$ cat src/rtl/core/pcaw_pkg.sv
// ============================================================================
// pcaw_pkg
// Shared types, register indexes and saturation helpers for the clamped
// PID controller with anti-windup.
// ============================================================================
`default_nettype none

package pcaw_pkg;

    localparam int DATA_W   = 32;   // signed Q values
    localparam int GAIN_W   = 31;   // unsigned gains and sample period
    localparam int PROD_W   = 64;   // signed x unsigned product
    localparam int CFG_IDX_W = 3;

    localparam logic [CFG_IDX_W-1:0] CFG_KP        = 3'd0;
    localparam logic [CFG_IDX_W-1:0] CFG_KI        = 3'd1;
    localparam logic [CFG_IDX_W-1:0] CFG_KD        = 3'd2;
    localparam logic [CFG_IDX_W-1:0] CFG_TARGET    = 3'd3;
    localparam logic [CFG_IDX_W-1:0] CFG_OUT_LOW   = 3'd4;
    localparam logic [CFG_IDX_W-1:0] CFG_OUT_HIGH  = 3'd5;
    localparam logic [CFG_IDX_W-1:0] CFG_STEP_TIME = 3'd6;

    localparam logic [DATA_W-1:0] S32_MAX = 32'h7FFF_FFFF;
    localparam logic [DATA_W-1:0] S32_MIN = 32'h8000_0000;

    typedef struct packed {
        logic                     mode;
        logic signed [DATA_W-1:0] measurement;
    } t_in_word;

    typedef struct packed {
        logic signed [DATA_W-1:0] drive;
        logic                     at_limit;
    } t_out_word;

    typedef enum logic [2:0] {
        ST_IDLE,
        ST_PREP,
        ST_MUL1,
        ST_MID,
        ST_MUL2,
        ST_SUM1,
        ST_SUM2,
        ST_DONE
    } t_state;

    // saturate a 34-bit signed value to 32 bits
    function automatic logic [DATA_W-1:0] sat34(input logic [DATA_W+1:0] x);
        logic ovf;
        ovf = (x[DATA_W+1:DATA_W-1] != 3'b000) && (x[DATA_W+1:DATA_W-1] != 3'b111);
        if (ovf) begin
            return x[DATA_W+1] ? S32_MIN : S32_MAX;
        end
        return x[DATA_W-1:0];
    endfunction

    // saturate a 64-bit signed value to 32 bits
    function automatic logic [DATA_W-1:0] sat64(input logic [PROD_W-1:0] x);
        logic ovf;
        ovf = (x[PROD_W-1:DATA_W-1] != '0) && (x[PROD_W-1:DATA_W-1] != '1);
        if (ovf) begin
            return x[PROD_W-1] ? S32_MIN : S32_MAX;
        end
        return x[DATA_W-1:0];
    endfunction

    function automatic logic [DATA_W+1:0] sext34(input logic [DATA_W-1:0] x);
        return {{2{x[DATA_W-1]}}, x};
    endfunction

endpackage

`default_nettype wire

$ cat src/rtl/core/pcaw_mul.sv
// ============================================================================
// pcaw_mul
// Bit-serial shift-add multiplier: signed 32-bit word times unsigned 31-bit
// word, one multiplier bit per cycle, 64-bit signed product.
// ============================================================================
`default_nettype none

module pcaw_mul (
    input  wire logic                           i_clk,
    input  wire logic                           i_rst_n,
    input  wire logic                           i_start,
    input  wire logic [pcaw_pkg::DATA_W-1:0]    i_mcand,
    input  wire logic [pcaw_pkg::GAIN_W-1:0]    i_mplier,
    output logic                                o_done,
    output logic [pcaw_pkg::PROD_W-1:0]         o_product
);
    import pcaw_pkg::*;

    localparam int CNT_W = $clog2(GAIN_W);
    localparam logic [CNT_W-1:0] CNT_LAST = CNT_W'(GAIN_W - 1);
    localparam int HI_W = PROD_W - GAIN_W + 1;   // partial sum plus growth bit

    logic                r_busy;
    logic                r_done;
    logic [CNT_W-1:0]    r_count;
    logic [DATA_W-1:0]   r_mcand;
    logic [PROD_W-1:0]   r_acc;

    logic [HI_W-1:0]     w_sum;
    logic [PROD_W-1:0]   n_acc;

    // add the multiplicand to the upper half when the low bit is set, then
    // shift the whole accumulator right one place
    always_comb begin
        w_sum = {r_acc[PROD_W-1], r_acc[PROD_W-1:GAIN_W]}
              + (r_acc[0] ? {{(HI_W-DATA_W){r_mcand[DATA_W-1]}}, r_mcand} : '0);
        n_acc = {w_sum, r_acc[GAIN_W-1:1]};
    end

    always_ff @(posedge i_clk) begin
        if (!i_rst_n) begin
            r_busy  <= 1'b0;
            r_done  <= 1'b0;
            r_count <= '0;
        end else begin
            r_done <= 1'b0;
            if (i_start) begin
                r_busy  <= 1'b1;
                r_count <= CNT_LAST;
            end else if (r_busy) begin
                r_count <= r_count - 1'b1;
                if (r_count == '0) begin
                    r_busy <= 1'b0;
                    r_done <= 1'b1;
                end
            end
        end
    end

    always_ff @(posedge i_clk) begin
        if (i_start) begin
            r_mcand <= i_mcand;
            r_acc   <= {{(PROD_W-GAIN_W){1'b0}}, i_mplier};
        end else if (r_busy) begin
            r_acc <= n_acc;
        end
    end

    assign o_done    = r_done;
    assign o_product = r_acc;

endmodule

`default_nettype wire

$ cat src/rtl/core/pcaw_div.sv
// ============================================================================
// pcaw_div
// Bit-serial restoring divider: unsigned dividend by nonzero unsigned 31-bit
// divisor, one quotient bit per cycle.
// ============================================================================
`default_nettype none

module pcaw_div #(
    parameter int NUM_W = 48
) (
    input  wire logic                           i_clk,
    input  wire logic                           i_rst_n,
    input  wire logic                           i_start,
    input  wire logic [NUM_W-1:0]               i_num,
    input  wire logic [pcaw_pkg::GAIN_W-1:0]    i_den,
    output logic                                o_done,
    output logic [NUM_W-1:0]                    o_quot
);
    import pcaw_pkg::*;

    localparam int CNT_W = $clog2(NUM_W);
    localparam logic [CNT_W-1:0] CNT_LAST = CNT_W'(NUM_W - 1);

    logic                r_busy;
    logic                r_done;
    logic [CNT_W-1:0]    r_count;
    logic [GAIN_W-1:0]   r_den;
    logic [GAIN_W-1:0]   r_rem;
    logic [NUM_W-1:0]    r_num;   // dividend shifts out, quotient shifts in

    logic [GAIN_W:0]     w_trial;
    logic [GAIN_W:0]     w_diff;
    logic                w_fits;

    always_comb begin
        w_trial = {r_rem, r_num[NUM_W-1]};
        w_diff  = w_trial - {1'b0, r_den};
        w_fits  = (w_trial >= {1'b0, r_den});
    end

    always_ff @(posedge i_clk) begin
        if (!i_rst_n) begin
            r_busy  <= 1'b0;
            r_done  <= 1'b0;
            r_count <= '0;
        end else begin
            r_done <= 1'b0;
            if (i_start) begin
                r_busy  <= 1'b1;
                r_count <= CNT_LAST;
            end else if (r_busy) begin
                r_count <= r_count - 1'b1;
                if (r_count == '0) begin
                    r_busy <= 1'b0;
                    r_done <= 1'b1;
                end
            end
        end
    end

    always_ff @(posedge i_clk) begin
        if (i_start) begin
            r_den <= i_den;
            r_rem <= '0;
            r_num <= i_num;
        end else if (r_busy) begin
            r_rem <= w_fits ? w_diff[GAIN_W-1:0] : w_trial[GAIN_W-1:0];
            r_num <= {r_num[NUM_W-2:0], w_fits};
        end
    end

    assign o_done = r_done;
    assign o_quot = r_num;

endmodule

`default_nettype wire

$ cat src/rtl/core/pid_clamped_anti_windup_top.sv
// ============================================================================
// pid_clamped_anti_windup_top
// Positional PID step in signed fixed point with output clamp and
// anti-windup hold of the integral.
// ============================================================================
// An accepted update word runs one 31-step serial multiply pass, then the
// (32 + FRAC_BITS)-step serial divide of the derivative term by dt beside
// the second multiply pass. One word in flight at a time; the next is taken
// the cycle after the result is registered.
// A clear word is taken without leaving the idle state and gives no result.
// Reset: synchronous, restores register defaults and zeroes integral state.
`default_nettype none

module pid_clamped_anti_windup_top #(
    parameter int FRAC_BITS = 16
) (
    input  wire logic                              i_clk,
    input  wire logic                              i_rst_n,
    input  wire logic                              i_in_valid,
    output logic                                   o_in_ready,
    input  wire pcaw_pkg::t_in_word                i_in_word,
    output logic                                   o_out_valid,
    input  wire logic                              i_out_ready,
    output pcaw_pkg::t_out_word                    o_out_word,
    input  wire logic                              i_cfg_valid,
    output logic                                   o_cfg_ready,
    input  wire logic [pcaw_pkg::CFG_IDX_W-1:0]    i_cfg_index,
    input  wire logic [pcaw_pkg::DATA_W-1:0]       i_cfg_data
);
    import pcaw_pkg::*;

    localparam int NUM_W = DATA_W + FRAC_BITS;

    // configuration
    logic [GAIN_W-1:0]  r_kp, r_ki, r_kd, r_step_time;
    logic [DATA_W-1:0]  r_target, r_out_low, r_out_high;

    // controller state
    logic [DATA_W-1:0]  r_integral, r_last_err;

    t_state             r_state, n_state;
    logic               r_out_valid;
    t_out_word          r_out_word;

    // datapath
    logic [DATA_W-1:0]  r_err, r_t, r_u, r_inc, r_p, r_d, r_inew;
    logic [DATA_W+1:0]  r_sum;

    logic               w_in_ready, w_mul_start, w_div_start, w_out_load;
    logic               w_in_acc;
    logic [GAIN_W-1:0]  w_dt;
    logic [DATA_W-1:0]  w_diff, w_err_in;
    logic [DATA_W-1:0]  w_mcand0, w_mcand1;
    logic [GAIN_W-1:0]  w_mplier0, w_mplier1;
    logic               w_done0, w_done1, w_mul_done, w_div_done;
    logic signed [PROD_W-1:0] w_prod0, w_prod1;
    logic signed [PROD_W-1:0] w_sh0, w_sh1;
    logic [DATA_W-1:0]  w_abs_u;
    logic [NUM_W-1:0]   w_quot;
    logic               w_q_big;
    logic [DATA_W-1:0]  w_d_sat;
    logic signed [DATA_W+1:0] w_sum_s, w_hi_ext, w_lo_ext;
    logic [DATA_W-1:0]  w_drive;
    logic               w_lim;

    assign w_in_acc = i_in_valid && w_in_ready;
    assign w_dt     = (r_step_time == '0) ? GAIN_W'(1) : r_step_time;
    assign w_err_in = sat34(sext34(r_target) - sext34(i_in_word.measurement));
    assign w_diff   = sat34(sext34(r_err) - sext34(r_last_err));

    // first pass: ki*err and kd*diff; second pass: t*dt and kp*err
    always_comb begin
        if (r_state == ST_PREP) begin
            w_mcand0  = r_err;
            w_mplier0 = r_ki;
            w_mcand1  = w_diff;
            w_mplier1 = r_kd;
        end else begin
            w_mcand0  = r_t;
            w_mplier0 = w_dt;
            w_mcand1  = r_err;
            w_mplier1 = r_kp;
        end
    end

    pcaw_mul u_mul0 (
        .i_clk     (i_clk),
        .i_rst_n   (i_rst_n),
        .i_start   (w_mul_start),
        .i_mcand   (w_mcand0),
        .i_mplier  (w_mplier0),
        .o_done    (w_done0),
        .o_product (w_prod0)
    );

    pcaw_mul u_mul1 (
        .i_clk     (i_clk),
        .i_rst_n   (i_rst_n),
        .i_start   (w_mul_start),
        .i_mcand   (w_mcand1),
        .i_mplier  (w_mplier1),
        .o_done    (w_done1),
        .o_product (w_prod1)
    );

    assign w_mul_done = w_done0 && w_done1;
    assign w_sh0      = w_prod0 >>> FRAC_BITS;
    assign w_sh1      = w_prod1 >>> FRAC_BITS;

    // derivative: |u| * 2^F / dt, sign restored afterwards (truncates to zero)
    assign w_abs_u = r_u[DATA_W-1] ? (~r_u + 1'b1) : r_u;

    pcaw_div #(
        .NUM_W (NUM_W)
    ) u_div (
        .i_clk   (i_clk),
        .i_rst_n (i_rst_n),
        .i_start (w_div_start),
        .i_num   ({w_abs_u, {FRAC_BITS{1'b0}}}),
        .i_den   (w_dt),
        .o_done  (w_div_done),
        .o_quot  (w_quot)
    );

    always_comb begin
        w_q_big = |w_quot[NUM_W-1:DATA_W];
        if (!r_u[DATA_W-1]) begin
            w_d_sat = (w_q_big || w_quot[DATA_W-1]) ? S32_MAX : w_quot[DATA_W-1:0];
        end else if (w_q_big || (w_quot[DATA_W-1] && |w_quot[DATA_W-2:0])) begin
            w_d_sat = S32_MIN;
        end else begin
            w_d_sat = ~w_quot[DATA_W-1:0] + 1'b1;
        end
    end

    // clamp: upper bound checked first; crossed bounds go high above it, else low
    always_comb begin
        w_sum_s  = r_sum;
        w_hi_ext = sext34(r_out_high);
        w_lo_ext = sext34(r_out_low);
        if (w_sum_s > w_hi_ext) begin
            w_drive = r_out_high;
        end else if (w_sum_s < w_lo_ext) begin
            w_drive = r_out_low;
        end else begin
            w_drive = r_sum[DATA_W-1:0];
        end
        w_lim = (w_drive == r_out_high) || (w_drive == r_out_low);
    end

    // sequencer
    always_ff @(posedge i_clk) begin
        if (!i_rst_n) begin
            r_state <= ST_IDLE;
        end else begin
            r_state <= n_state;
        end
    end

    always_comb begin
        n_state     = r_state;
        w_in_ready  = 1'b0;
        w_mul_start = 1'b0;
        w_div_start = 1'b0;
        w_out_load  = 1'b0;
        unique case (r_state)
            ST_IDLE: begin
                w_in_ready = 1'b1;
                if (i_in_valid && !i_in_word.mode) begin
                    n_state = ST_PREP;
                end
            end
            ST_PREP: begin
                w_mul_start = 1'b1;
                n_state     = ST_MUL1;
            end
            ST_MUL1: begin
                if (w_mul_done) begin
                    n_state = ST_MID;
                end
            end
            ST_MID: begin
                w_mul_start = 1'b1;
                w_div_start = 1'b1;
                n_state     = ST_MUL2;
            end
            ST_MUL2: begin
                // divide always outlasts the multiply
                if (w_div_done) begin
                    n_state = ST_SUM1;
                end
            end
            ST_SUM1: begin
                n_state = ST_SUM2;
            end
            ST_SUM2: begin
                n_state = ST_DONE;
            end
            ST_DONE: begin
                if (!r_out_valid || i_out_ready) begin
                    w_out_load = 1'b1;
                    n_state    = ST_IDLE;
                end
            end
            default: begin
                n_state = ST_IDLE;
            end
        endcase
    end

    // configuration, controller state, output valid
    always_ff @(posedge i_clk) begin
        if (!i_rst_n) begin
            r_kp        <= 31'd117965;
            r_ki        <= 31'd72090;
            r_kd        <= 31'd4915;
            r_target    <= 32'sd0;
            r_out_low   <= -32'sd6553600;
            r_out_high  <= 32'sd6553600;
            r_step_time <= 31'd6554;
            r_integral  <= '0;
            r_last_err  <= '0;
            r_out_valid <= 1'b0;
        end else begin
            if (i_cfg_valid) begin
                unique case (i_cfg_index)
                    CFG_KP:        r_kp        <= i_cfg_data[GAIN_W-1:0];
                    CFG_KI:        r_ki        <= i_cfg_data[GAIN_W-1:0];
                    CFG_KD:        r_kd        <= i_cfg_data[GAIN_W-1:0];
                    CFG_TARGET:    r_target    <= i_cfg_data;
                    CFG_OUT_LOW:   r_out_low   <= i_cfg_data;
                    CFG_OUT_HIGH:  r_out_high  <= i_cfg_data;
                    CFG_STEP_TIME: r_step_time <= i_cfg_data[GAIN_W-1:0];
                    default: begin
                    end
                endcase
            end

            if (w_in_acc && i_in_word.mode) begin
                r_integral <= '0;
                r_last_err <= '0;
            end else if (w_out_load) begin
                // anti-windup: integral only moves when the output is not pinned
                if (!w_lim) begin
                    r_integral <= r_inew;
                end
                r_last_err <= r_err;
            end

            if (w_out_load) begin
                r_out_valid <= 1'b1;
            end else if (i_out_ready) begin
                r_out_valid <= 1'b0;
            end
        end
    end

    // datapath registers
    always_ff @(posedge i_clk) begin
        if (w_in_acc) begin
            r_err <= w_err_in;
        end
        if (r_state == ST_MUL1 && w_mul_done) begin
            r_t <= sat64(w_sh0);
            r_u <= sat64(w_sh1);
        end
        if (r_state == ST_MUL2 && w_mul_done) begin
            r_inc <= sat64(w_sh0);
            r_p   <= sat64(w_sh1);
        end
        if (r_state == ST_MUL2 && w_div_done) begin
            r_d <= w_d_sat;
        end
        if (r_state == ST_SUM1) begin
            r_inew <= sat34(sext34(r_integral) + sext34(r_inc));
        end
        if (r_state == ST_SUM2) begin
            r_sum <= sext34(r_p) + sext34(r_inew) + sext34(r_d);
        end
        if (w_out_load) begin
            r_out_word.drive    <= w_drive;
            r_out_word.at_limit <= w_lim;
        end
    end

    assign o_in_ready  = w_in_ready;
    assign o_out_valid = r_out_valid;
    assign o_out_word  = r_out_word;
    assign o_cfg_ready = 1'b1;

endmodule

`default_nettype wire

$ cat config.mk
export PLATFORM = sky130hd
export DESIGN_NAME = pid_clamped_anti_windup_top
export DESIGN_NICKNAME = d
export VERILOG_FILES = /design/src/rtl/core/pcaw_pkg.sv /design/src/rtl/core/pcaw_mul.sv /design/src/rtl/core/pcaw_div.sv /design/src/rtl/core/pid_clamped_anti_windup_top.sv
export SDC_FILE = /design/constraint.sdc
export NUM_CORES = 2
export LEC_CHECK = 0
export ABC_AREA = 1
export BUFFER_PORTS_ARGS = -buffer_cell sky130_fd_sc_hd__buf_2
export CAP_MARGIN = 15
export CELL_PAD_IN_SITES_DETAIL_PLACEMENT = 1
export CELL_PAD_IN_SITES_GLOBAL_PLACEMENT = 1
export CORE_ASPECT_RATIO = 1.4
export CORE_MARGIN = 2
export CORE_UTILIZATION = 29
export CTS_CLUSTER_SIZE = 30
export DETAILED_ROUTE_END_ITERATION = 6
export PLACE_DENSITY_LB_ADDON = 0.1
export SKIP_LAST_GASP = 1
export SYNTH_ARGS = -nofsm -noshare
export SYNTH_HDL_FRONTEND = slang
export SYNTH_SLANG_ARGS = --single-unit
$ cat constraint.sdc
create_clock -name i_clk -period 6.65 [get_ports i_clk]
set_clock_uncertainty 0.15 [all_clocks]
set_input_delay 1.33 -clock i_clk [delete_from_list [all_inputs] [get_ports i_clk]]
set_output_delay 1.33 -clock i_clk [all_outputs]
set_load 0.01 [all_outputs]
* Yosys cells after proc, flatten, opt, wreduce, memory -nomap -nowiden *
Cells that the tools add are included.

storage, ports and cells
  register bits after elaboration = 903
  latch bits = 0
  bits in writable memories = 0
  ROM bits = 0
  bits of input ports = 73
  output and inout bits = 36
  logic and storage cells = 219
  memories = 0

operators by class
  $add $sub $neg = 13
  multiply operators = 0
  divide/modulo/power cells = 0
  order comparisons = 3
  equality and inequality tests = 24
  shift operators = 0
  multiplexer cells = 77
  bitwise operators = 7
  reduce and logical (&&, ||, !) cells = 52

operator list
  operator                 number
  $mux W32                 25
  $mux W31                 8
  $mux W48                 2
  $add A34 B34 Y34         2
  $mux W34                 2
  $add A32 B32 Y33         2
  $ne A33 B33 Y1 const B   2
  $reduce_bool A33 Y1      2
  $sub A32 B32 Y33         2
  $add A32 B1 Y32 const B  2
  $eq A32 B32 Y1           2
  $not A32 Y32             2
  $add A33 B32 Y34         1
  $gt A34 B32 Y1           1
  $lt A34 B32 Y1           1
  $ge A32 B31 Y1           1
  $logic_not A31 Y1        1
  $reduce_or A31 Y1        1
  $sub A31 B31 Y31         1
  $mux W1                  29
  $pmux W3 S8              1
  $eq A3 B3 Y1 const B     7
  $mux W5                  4
  $reduce_and A2 Y1        8
  22 further kinds         67

* Logic depth before layout (Yosys ltp) *
  depth in word-level cells = 7
  depth in mapped cells = 31

* Cells and area by module *
Synthesis repeated with hierarchy kept, for this count alone.

second synthesis, totals
  cell total of the unflattened synthesis = 7,555
  area total of the unflattened synthesis = 55,824.8 um^2

modules (own cells, without submodules)
  module                       times used  cells each  area each (um^2)
  pid_clamped_anti_windup_top  1           4,722       35,586.6
  pcaw_div                     1           1,054       7,468.4
  pcaw_mul (u_mul0)            1           897         6,399.9
  pcaw_mul (u_mul1)            1           882         6,369.9

* Worst setup path after synthesis *
OpenSTA, ideal clock, no wires.

  kind = register to register
  start point = reg r_state[0]
  end point = reg r_t[0], enable pin
  setup time = 565 ps
  arrival = 4,851 ps
  required time = 5,935 ps
  path slack = 1,084 ps
  cell stages (with the launch flop) = 4
  path buffers = 0
  period minus slack after synthesis = 5,566 ps
  cells stage by stage = dfxtp_1 > inv_1 > nand2_1 > nor3_1

between the ends
  longest elaborated chain between the ends = 2

RTL lines
  element                 RTL line                            text
  from (decl)             pid_clamped_anti_windup_top.sv:41   t_state r_state, n_state;
  from (signal assigned)  pid_clamped_anti_windup_top.sv:156  r_state <= n_state;
  $eq A3 B2 Y1            pid_clamped_anti_windup_top.sv:263  if (r_state == ST_MUL1 && w_mul_done) begin
  $logic_and A1 B1 Y1     pid_clamped_anti_windup_top.sv:263
  to (signal assigned)    pid_clamped_anti_windup_top.sv:264  r_t <= sat64(w_sh0);
  to (decl)               pid_clamped_anti_windup_top.sv:46   logic [DATA_W-1:0] r_err, r_t, r_u, r_inc, r_p, r_d, r_inew;

No other way between the ends.
A chain may end at the register's enable or synchronous reset.

* Final worst setup path *
  start point = reg r_out_high[27]
  end point = reg r_integral[30]

between the ends
  longest elaborated chain between the ends = 6
  elaborated cells on any way between the ends = 7
  classes of those cells = order compare: 1; eq/ne: 2; mux: 1; bitwise: 1; reduce/logical: 2

RTL lines
  element                        RTL line                            text
  from (decl)                    pid_clamped_anti_windup_top.sv:36   logic [DATA_W-1:0] r_target, r_out_low, r_out_high;
  from (signal assigned)         pid_clamped_anti_windup_top.sv:232  CFG_OUT_HIGH: r_out_high <= i_cfg_data;
  $gt A34 B32 Y1                 pid_clamped_anti_windup_top.sv:141  if (w_sum_s > w_hi_ext) begin
  $mux W32                       pid_clamped_anti_windup_top.sv:141
  $eq A32 B32 Y1                 pid_clamped_anti_windup_top.sv:148  w_lim = (w_drive == r_out_high) || (w_drive == r_out_low);
  $logic_or A1 B1 Y1 *           pid_clamped_anti_windup_top.sv:148
  $not A1 Y1 (no line) *         --
  $reduce_and A2 Y1 (no line) *  --
  to (signal assigned)           pid_clamped_anti_windup_top.sv:245  r_integral <= r_inew;
  to (decl)                      pid_clamped_anti_windup_top.sv:39   logic [DATA_W-1:0] r_integral, r_last_err;

Mark *: on every way between the ends. The rest lies on a longest branch, timed or not.

==> results.yml <==
timing:
  setup_violations: 0
  relSlewSlack: 0.0931
  fin_crit_ps: 5100
  clock.fmax_mhz: 196
  fin_crit_sh: 0.767
  rsz0062_at_grt: "no"
  worst_pin_slew_ps: 1350
  maxSlewViolCount: 0
  hold_viol_final: 0
  hold_slack_ps: 303
  tns_ps: 0
logic_synthesis:
  seq_area_frac_synth: 0.443
  synth.avg_cell_area_um2: 7.94
  synth_warnings: 0
  ys.flop_type: "edfxtp_1"
  synth_cell_types: 56
  synth.largest_area_cell: "edfxtp_1"
  ys_ff_latch: 903
  synth_edf_count: 480
  syn-num-nets: 6912
  syn_inst: 6500
  syn_area_mm2: 0.0516
  synth-async-reset-ratio: 0
  synth_top_area_share: 0.279
  synth.area.top_cells: "edfxtp_1 (28%), dfxtp_1 (16%), nand2_1 (11%), ha_1 (7.3%), inv_1 (6.1%)"
critical_path:
  slowest_delay_ps: 540
  crit_chain: "inv_1 -> ha_1 -> nand2_1 -> nor2_1 -> nand3_1 -> nor3_1 -> nand4_1 -> nand3_4 -> buf_4 -> nand3_1 -> nand3_1 -> nand2_1 -> inv_1 -> nand2_1 -> nor2_1 -> nand2_1 -> nor2_1 -> nand2_1 -> nand3_4 -> buf_12 -> nand2_1 -> nand2_1 -> nor2_1"
  crit_path_frequent_cell: "nand2_1"
  path_max_fanout: 52
  crit_path_end_kind: "register"
  critPathLaunchType: "register"
  crit_buf_inv: 4
  cpLargestDelayFamily: "simple AND/OR/NAND/NOR gates"
  critical-path-slowest-cell: "buf_4"
  path_class: "register to register"
  worst_ep_required_time_ps: 7100
  arrival_ps: 5550
power_and_ir_drop:
  ir_drop_v: 0.000211
  fin_total_pwr_uw: 18400
  p_leak_uw: 0.0251
  powerDensity_mw_per_mm2: 316
cts:
  cts.sinks: 903
  clk_pin_slew_worst_paths_ps: 60
  ctsResizeCount: 0
  clkLatencyLatePin_ps: 770
  root_buffer: "clkbuf_16"
  post-cts-setup-buffers: 0
  cts_tree: "done"
  h-tree-depth: 3
  postCtsHoldBufs: 0
  cts_buffers: 104
  clockBufferDepth: 3
final_layout:
  final_net_count: 6922
  drive_gt1_frac: 0.0601
  layout.cells.non_filler: 8922
  area_growth_pct: 12.7
  most-common-layout-cells: "nand2_1 (1,542), inv_1 (827), nor2_1 (535), o21ai_0 (509), a21oi_1 (486)"
  final_common_cell: "nand2_1"
place:
  dp_hpwl_um: 152000
  dp_cells: 8715
  place.gp.congestion: 0.872
  io_buffers: 107
floorplan:
  rows: 183
  core-area_mm2: 0.177
  ios: 109
  initial_core_util: 0.291
  die_w_um: 361
  die_y_um: 503
  fp.dieArea_mm2: 0.181
detailed_routing:
  wirelength_um: 203000
  detailroute.via_count: 44600
  drc_errors: 0
  drt_pass1_iterations: 5
  final_antenna_net_count: 0
  via_per_inst: 5.00
  wire_per_inst_um: 22.7
  drt_iter0_markers: 2174
run_status:
  status: "finished clean"
global_route:
  grt_max_degree: 149
  grt_pass1_vias: 47000
  overflow: 0
  grt_usage: 0.221
  antenna_found_initial: 14
  grt_first_pass_wirelength_um: 302000
min_path:
  hp-class: "register to register"
job:
  drv_cap: 0
worst paths after layout:
kind / from / to / slack [ps] / cells past startpoint
max: r_out_high[27]$_SDFFE_PN0P_ / r_integral[30]$_SDFFE_PP0P_ / 1550 / 23
min: r_step_time[20]$_SDFFE_PN0P_ / u_div.r_den[20]$_DFFE_PP_ / 300 / 0
max reg2reg: r_out_high[27]$_SDFFE_PN0P_ / r_integral[30]$_SDFFE_PP0P_ / 1550 / 23
min reg2reg: r_step_time[20]$_SDFFE_PN0P_ / u_div.r_den[20]$_DFFE_PP_ / 300 / 0
synthesized netlist by cell type, types with 3 or more instances:
library cell	n
a221oi_1	12
clkbuf_1	196
xnor2_1	85
edfxtp_1	480
nand2_2	3
a211oi_1	6
clkinv_1	5
o221ai_1	15
nor2_1	548
and2_1	5
a22oi_1	29
ha_1	300
dfxtp_1	423
a21boi_0	34
and3_1	4
or2_2	7
buf_2	28
nand4_1	72
inv_1	834
buf_1	30
o21ai_0	510
a2bb2oi_1	29
nand3_1	308
a21o_1	13
nand2_1	1542
o22ai_1	49
o32ai_1	5
nor3_1	44
o31ai_1	18
o211ai_1	59
a31oi_1	53
o21ai_1	16
xor2_1	99
fa_1	39
nor4_1	36
o21bai_1	16
buf_4	15
a21oi_1	486
o21a_1	21
state kept, by name, indices dropped and copies added, names as in the netlist, 33 cells and up:
name / count
u_div.o_quot: 48
o_out_word: 33
r_sum: 34
u_mul1.o_product: 64
u_mul0.o_product: 64
report_power, final:
| group | total [µW] | switching, µW | internal [µW] | leakage, µW |
|---|---|---|---|---|
| registers | 7180 | 464 | 6720 | 0.00781 |
| clock network | 5940 | 2640 | 3310 | 0.00171 |
| logic | 5250 | 3710 | 1540 | 0.0156 |
| total | 18400 | 6810 | 11600 | 0.0251 |
metal layers:
metal,vias to the layer above,global-route usage,part of all wire
li1,21700,-,-
met1,22000,0.260,0.42
met2,603,0.418,0.52
met3,233,0.0180,0.023
met4,0,0.0754,0.033
met5,-,0,0
cell families after synthesis:
| logic type | synth area share |
|---|---|
| simple gates | 0.203 |
| compound gates | 0.152 |
| buf+inv | 0.0827 |
| flops | 0.443 |
| fa+ha+maj | 0.0878 |
| xor+xnor | 0.0312 |
| other cells | 0.0000727 |
metrics by stage:
step | setup WS (ps) | util | instance area [µm²]
floorplan | 1080 | - | 51600
global placement | 1540 | 0.308 | 54600
detailed placement | 1500 | 0.308 | 54600
CTS | 1470 | 0.328 | 58100
global route | 1120 | 0.328 | 58100
finish | 1550 | 0.328 | 58200
area by class of cell:
cell class	instances	area (µm²)
Tap cell	2312	2890
Clock buffer	146	3010
Inverter	841	3160
Fill cell	21400	119000
Sequential cell	903	22900
Multi-Input combinational cell	4486	24600
Clock inverter	51	473
Antenna cell	9	22.5
Timing Repair Buffer	174	1140
(Power assumes the default switching activity.)
